`src/tphl_pkg.sv`:
```
// Shared types, codes and helpers for the terrain plane height lookup.
package tphl_pkg;

   localparam int STRIP_DEPTH_DEF  = 256;
   localparam int TABLE_DEPTH_DEF  = 1024;
   localparam int NORMAL_DEPTH_DEF = 256;
   localparam int MAX_HITS_DEF     = 10;

   localparam logic [2:0] OP_QUERY  = 3'd0;
   localparam logic [2:0] OP_STRIP  = 3'd1;
   localparam logic [2:0] OP_ACCESS = 3'd2;
   localparam logic [2:0] OP_PLATE  = 3'd3;
   localparam logic [2:0] OP_POINT  = 3'd4;
   localparam logic [2:0] OP_NORMAL = 3'd5;
   localparam logic [2:0] OP_OFFSET = 3'd6;

   localparam logic CSR_MAP_LOADED  = 1'b0;
   localparam logic CSR_STRIP_COUNT = 1'b1;

   typedef struct packed {
      logic signed [31:0] bound;
      logic [9:0]         start;
      logic [10:0]        len;
   } strip_entry_type;

   typedef struct packed {
      logic [9:0] first;
      logic [9:0] second;
      logic [7:0] nrm;
      logic [7:0] off;
   } plate_entry_type;

   typedef struct packed {
      logic signed [31:0] x;
      logic signed [31:0] z;
   } point_entry_type;

   typedef struct packed {
      logic signed [31:0] nx;
      logic signed [31:0] ny;
      logic signed [31:0] nz;
   } normal_entry_type;

   typedef struct packed {
      logic mul_go;
      logic div_go;
   } arith_ctl_type;

   typedef struct packed {
      logic div_busy;
      logic div_done;
   } arith_sts_type;

   function automatic logic signed [31:0] sat32(input logic signed [34:0] v);
      logic signed [34:0] hi_lim;
      logic signed [34:0] lo_lim;
      hi_lim = 35'sh0_7FFF_FFFF;
      lo_lim = -35'sh0_8000_0000;
      if (v > hi_lim) begin
         return 32'sh7FFF_FFFF;
      end else if (v < lo_lim) begin
         return 32'sh8000_0000;
      end
      return v[31:0];
   endfunction

endpackage

```
`src/tphl_arith.sv`:
```
// Shared fixed point unit: registered 32x32 multiply and a bit-serial divider.
module tphl_arith (
   input  logic                   clock,
   input  logic                   reset,
   input  tphl_pkg::arith_ctl_type ctl,
   input  logic signed [31:0]     mul_a,
   input  logic signed [31:0]     mul_b,
   input  logic signed [31:0]     div_n,
   input  logic signed [31:0]     div_d,
   output logic signed [31:0]     mul_res,
   output logic signed [31:0]     div_res,
   output tphl_pkg::arith_sts_type sts
);
   import tphl_pkg::*;

   localparam int QW = 44;

   logic signed [63:0] prod_ff;
   logic signed [63:0] prod_rnd;
   logic signed [63:0] prod_sh;

   logic          busy_ff, busy_in;
   logic          done_ff, done_in;
   logic [5:0]    cnt_ff, cnt_in;
   logic [31:0]   rem_ff, rem_in;
   logic [QW-1:0] quo_ff, quo_in;
   logic [QW-1:0] num_ff, num_in;
   logic [31:0]   den_ff, den_in;
   logic          neg_ff, neg_in;
   logic signed [31:0] res_ff, res_in;

   logic [32:0]   n_ext, d_ext, n_neg, d_neg;
   logic [31:0]   n_mag, d_mag;
   logic [32:0]   rem_sh;
   logic          ge;
   logic [32:0]   rem_sub;
   logic [QW-1:0] quo_nx;
   logic [QW-1:0] quo_neg;

   always_ff @(posedge clock) begin
      if (ctl.mul_go) begin
         prod_ff <= mul_a * mul_b;
      end
   end

   always_comb begin
      prod_rnd = prod_ff + 64'sd2048;
      prod_sh  = prod_rnd >>> 12;
      if (prod_sh > 64'sh7FFF_FFFF) begin
         mul_res = 32'sh7FFF_FFFF;
      end else if (prod_sh < -64'sh8000_0000) begin
         mul_res = 32'sh8000_0000;
      end else begin
         mul_res = prod_sh[31:0];
      end
   end

   always_comb begin
      n_ext   = {div_n[31], div_n};
      d_ext   = {div_d[31], div_d};
      n_neg   = -n_ext;
      d_neg   = -d_ext;
      n_mag   = div_n[31] ? n_neg[31:0] : div_n;
      d_mag   = div_d[31] ? d_neg[31:0] : div_d;
      rem_sh  = {rem_ff, num_ff[QW-1]};
      ge      = rem_sh >= {1'b0, den_ff};
      rem_sub = rem_sh - {1'b0, den_ff};
      quo_nx  = {quo_ff[QW-2:0], ge};
      quo_neg = -quo_nx;

      busy_in = busy_ff;
      done_in = 1'b0;
      cnt_in  = cnt_ff;
      rem_in  = rem_ff;
      quo_in  = quo_ff;
      num_in  = num_ff;
      den_in  = den_ff;
      neg_in  = neg_ff;
      res_in  = res_ff;

      if (ctl.div_go) begin
         if (div_d == '0) begin
            done_in = 1'b1;
            if (div_n > 0) begin
               res_in = 32'sh7FFF_FFFF;
            end else if (div_n < 0) begin
               res_in = 32'sh8000_0000;
            end else begin
               res_in = '0;
            end
         end else begin
            busy_in = 1'b1;
            cnt_in  = '0;
            rem_in  = '0;
            quo_in  = '0;
            num_in  = {n_mag, 12'd0};
            den_in  = d_mag;
            neg_in  = div_n[31] ^ div_d[31];
         end
      end else if (busy_ff) begin
         rem_in = ge ? rem_sub[31:0] : rem_sh[31:0];
         quo_in = quo_nx;
         num_in = {num_ff[QW-2:0], 1'b0};
         cnt_in = cnt_ff + 6'd1;
         if (cnt_ff == 6'(QW - 1)) begin
            busy_in = 1'b0;
            done_in = 1'b1;
            if (!neg_ff) begin
               res_in = (quo_nx > QW'(32'h7FFF_FFFF)) ? 32'sh7FFF_FFFF : quo_nx[31:0];
            end else begin
               res_in = (quo_nx > QW'(32'h8000_0000)) ? 32'sh8000_0000 : quo_neg[31:0];
            end
         end
      end
   end

   always_ff @(posedge clock) begin
      if (reset) begin
         busy_ff <= 1'b0;
         done_ff <= 1'b0;
      end else begin
         busy_ff <= busy_in;
         done_ff <= done_in;
      end
      cnt_ff <= cnt_in;
      rem_ff <= rem_in;
      quo_ff <= quo_in;
      num_ff <= num_in;
      den_ff <= den_in;
      neg_ff <= neg_in;
      res_ff <= res_in;
   end

   assign div_res      = res_ff;
   assign sts.div_busy = busy_ff;
   assign sts.div_done = done_ff;
endmodule

```
`config.mk`:
```
export PLATFORM = sky130hd
export DESIGN_NAME = tphl_arith
export DESIGN_NICKNAME = d
export VERILOG_FILES = /design/src/tphl_pkg.sv /design/src/tphl_arith.sv
export SDC_FILE = /design/constraint.sdc
export NUM_CORES = 2
export LEC_CHECK = 0
export ABC_CLOCK_PERIOD_IN_PS = 16300
export BUFFER_PORTS_ARGS = -buffer_cell sky130_fd_sc_hd__buf_2
export CAP_MARGIN = 20
export CORE_ASPECT_RATIO = 0.7
export CORE_MARGIN = 2
export CORE_UTILIZATION = 50
export CTS_CLUSTER_SIZE = 12
export DETAILED_ROUTE_END_ITERATION = 7
export HOLD_SLACK_MARGIN = 0.08
export PLACE_DENSITY = 0.67
export SETUP_SLACK_MARGIN = 0.4
export SLEW_MARGIN = 5
export SYNTH_ARGS = -nofsm -noshare
export SYNTH_HDL_FRONTEND = slang
export SYNTH_SLANG_ARGS = --single-unit
```
`constraint.sdc`:
```
create_clock -name clock -period 16.3 [get_ports clock]
set_input_delay 4.89 -clock clock [delete_from_list [all_inputs] [get_ports clock]]
set_output_delay 4.89 -clock clock [all_outputs]
set_load 0.03 [all_outputs]
```
==> impl_metrics.yaml <==
clock_tree:
  postCtsHoldBufs: 0
  cts_tree: "yes"
  cts.repair.resized: 0
  post_cts_setup_buffers: 0
  clock_latency_on_the_worst_skew_pair_ns: 0.57
  clkTransAtPathRegs_ns: 0.06
  clockBufferDepth: 3
  clk_root_buffer_cell: "sky130_fd_sc_hd__clkbuf_16"
  cts_num_sinks: 233
  count_of_h_tree_levels_built_during_cts: 1
  inserted_clock_buffers: 24
global_route:
  globalRoute.totalOverflow: 0
  first_global_vias: 38596
  met3_usage_pct: 5.82
  grt_first_pass_wirelength_um: 219000
  grt.met1_usage_pct: 42.5
  grt_util_met2_pct: 38.2
  largest_net_degree_at_the_start_of_global_routing: 86
  global_route.usage.total_pct: 26.9
  number_of_antenna_violations_at_the_first_check_in_global_routing: 7
  grt_busiest_layer: "met1"
place:
  finalWeightedCongestion: 0.908
  dpl.hpwl_um: 106000
  io_buffers: 197
critical_path:
  crit_fanout: 32
  reg_to_reg_critical_path_endpoint: "div_res[24]$_DFFE_PP_"
  worst_path_max_delay_cell: "sky130_fd_sc_hd__fa_1"
  crit_start: "mul_b[5]"
  cp_top_family: "adder cells"
  cp_common_cell: "sky130_fd_sc_hd__fa_1"
  worst_reg2reg_path_length_in_cells: 18
  path_class: "in -> reg"
  worstPathArrival_ns: 13.41
  worstPathBufferInverterCount: 8
  timing.rr.start: "rem_ff[19]$_SDFFCE_PP0P_"
  timing.reg2reg.setup_slack_ns: 9.07
  worst_path_largest_cell_delay_ns: 0.88
  critPathCaptureType: "flip-flop"
  timing.critical_path.depth: 27
  cp.required_ns: 16.58
  setup.worst_path.start_class: "input pin"
cells_and_area:
  syn_to_final_growth_pct: 5.19
  n_fill_cell: 9006
  layout.nets: 6769
  fraction_of_final_layout_cells_with_drive_strength_greater_than_1_pct: 5.49
synthesis:
  postSynthCellCount: 5357
  yosysWarningCount: 0
  synthesized_flop_and_latch_total: 233
  netlist_area_um2: 50300
  synth.top_cells.by_count: "1,173 x sky130_fd_sc_hd__inv_1, 1,082 x sky130_fd_sc_hd__fa_1, 644 x sky130_fd_sc_hd__nand2_1"
  synth.yosys.seq_area_share_pct: 13.9
  synth_area_leaders: "sky130_fd_sc_hd__fa_1 43%, sky130_fd_sc_hd__edfxtp_1 14%, sky130_fd_sc_hd__inv_1 8.7%, sky130_fd_sc_hd__and2_1 6.4%, sky130_fd_sc_hd__ha_1 5.4%"
  synth_enable_flop_cells: 231
  largest_area_contributor_in_the_synthesized_netlist: "sky130_fd_sc_hd__fa_1"
  synth_top_cell_area_share_pct: 43.0
  yosysMostFrequentCell: "sky130_fd_sc_hd__inv_1"
  postSynth.asyncResetShare_pct: 0
  avgSynthCellArea_um2: 9.40
  synth_top_flop_cell: "sky130_fd_sc_hd__edfxtp_1"
  library_cells_used_by_synthesis: 89
  mapped_nets: 6788
sta:
  max_freq_mhz: 76.2
  grt_setup_unrepaired: "false"
  setup-violations-final: 0
  final_max_slew_viol_count: 0
  layout_worst_path_cycle_share_pct: 80.5
  tightestPinTransition_ns: 1.03
  max_slew_margin_pct: 31.1
  tns_ns: 0
  period_minus_slack_ns: 13.13
  final.setup_skew_ns: 0.0383
  hold_viol: 0
drt:
  antenna_violating_nets_post_route: 0
  routed_wire_length_per_instance_um: 20.1
  first_pass_iters: 6
  num_vias: 36673
  drt_first_iter_violations: 3621
  detail_route.vias_per_cell: 5.48
  wire_length_after_detailed_routing_um: 134000
  post-route-drc-count: 0
worst_hold_path:
  min_path_cells: 1
  worstHoldPathType: "reg -> reg"
  hold_path_end: "quo_ff[42]$_SDFFCE_PP0P_"
  min-delay-start: "quo_ff[41]$_SDFFCE_PP0P_"
flow_run:
  max_cap_violations: 0
floorplan:
  design.portCount: 198
  dieWidth_um: 383
  fp.coreArea_um2: 99900
  die_area_um2: 103000
  dieHeight_um: 269
  floorplan.initialDensity_pct: 50.4
  row_count: 97
outcome:
  status: "completed"
## metal layers
layer	vias up	part of all wire, %
met2	1518	41
li1	16266	-
met3	144	9.8
met1	18741	47
met5	-	0.018
met4	4	1.7
## registers in the layout (all words and copies together), names as in the netlist
register  count
prod_ff      53
quo_ff       43
den_ff       32
div_res      32
num_ff       32
rem_ff       32
cnt_ff        6
busy_ff       1
done_ff       1
neg_ff        1
## cell usage in the layout (no fill, tap or decap), types with 84 or more instances in the layout
cell | synthesis | routed
sky130_fd_sc_hd__inv_1 | 1173 | 1173
sky130_fd_sc_hd__edfxtp_1 | 231 | 231
sky130_fd_sc_hd__nor2_1 | 153 | 152
sky130_fd_sc_hd__o21ai_0 | 125 | 125
sky130_fd_sc_hd__nand2_1 | 644 | 644
sky130_fd_sc_hd__ha_1 | 217 | 217
sky130_fd_sc_hd__a21oi_1 | 145 | 144
sky130_fd_sc_hd__fa_1 | 1082 | 1082
sky130_fd_sc_hd__buf_2 | 12 | 196
sky130_fd_sc_hd__and2_1 | 514 | 514
sky130_fd_sc_hd__xor2_1 | 84 | 84
sky130_fd_sc_hd__xnor2_1 | 93 | 93
## cell type report
| class | instances | area, um^2 | share of cell area [%] |
|---|---|---|---|
| antenna | 6 | 15.0 | 0.0284 |
| clock buffer | 37 | 679 | 1.28 |
| clock inverter | 3 | 51.3 | 0.0969 |
| inverter | 1175 | 4410 | 8.33 |
| multi-input combinational | 3679 | 37900 | 71.6 |
| sequential | 233 | 6980 | 13.2 |
| tap | 1336 | 1670 | 3.16 |
| timing repair buffer | 225 | 1220 | 2.30 |
## through the flow
| stage | worst slack (ns) | instance area [um^2] | utilization, % | hold slack (ns) | cells |
|---|---|---|---|---|---|
| after floorplan | 3.74 | 50300 | - | 0.502 | 5357 |
| after global placement | 2.77 | 52200 | 52.2 | 0.545 | 6647 |
| after detailed placement | 2.63 | 52200 | 52.2 | 0.554 | 6647 |
| after CTS | 3.15 | 52900 | 53.0 | 0.560 | 6687 |
| after global routing | 2.63 | 52900 | 53.0 | 0.583 | 6690 |
| final | 3.17 | 52900 | 53.0 | 0.558 | 6694 |
## how the worst max path moves through the flow
stage / slack [ns] / endpoint
2_1_floorplan: 3.74 / prod_ff[63]$_DFFE_PP_
3_3_place_gp: 2.77 / prod_ff[63]$_DFFE_PP_
3_5_place_dp: 2.63 / prod_ff[63]$_DFFE_PP_
4_1_cts: 3.15 / prod_ff[63]$_DFFE_PP_
5_1_grt: 2.63 / prod_ff[63]$_DFFE_PP_
6_report: 3.17 / prod_ff[63]$_DFFE_PP_
## kinds of logic (layout without fill, tap and decap cells)
group / Yosys count / after routing / synth area share (%)
multiplexers: 16 / 16 / 0.318
AO/OA/AOI/OAI: 520 / 520 / 6.64
adder cells (fa/ha/maj): 1299 / 1299 / 48.4
buffers and inverters: 1445 / 1440 / 10.8
other: 0 / 6 / 0
XOR/XNOR: 177 / 177 / 3.08
flip-flops: 233 / 233 / 13.9
AND/OR/NAND/NOR: 1667 / 1667 / 16.8
Power is not shown: default switching activity piles up to over one toggle a cycle in this logic, so the estimate is an artifact.
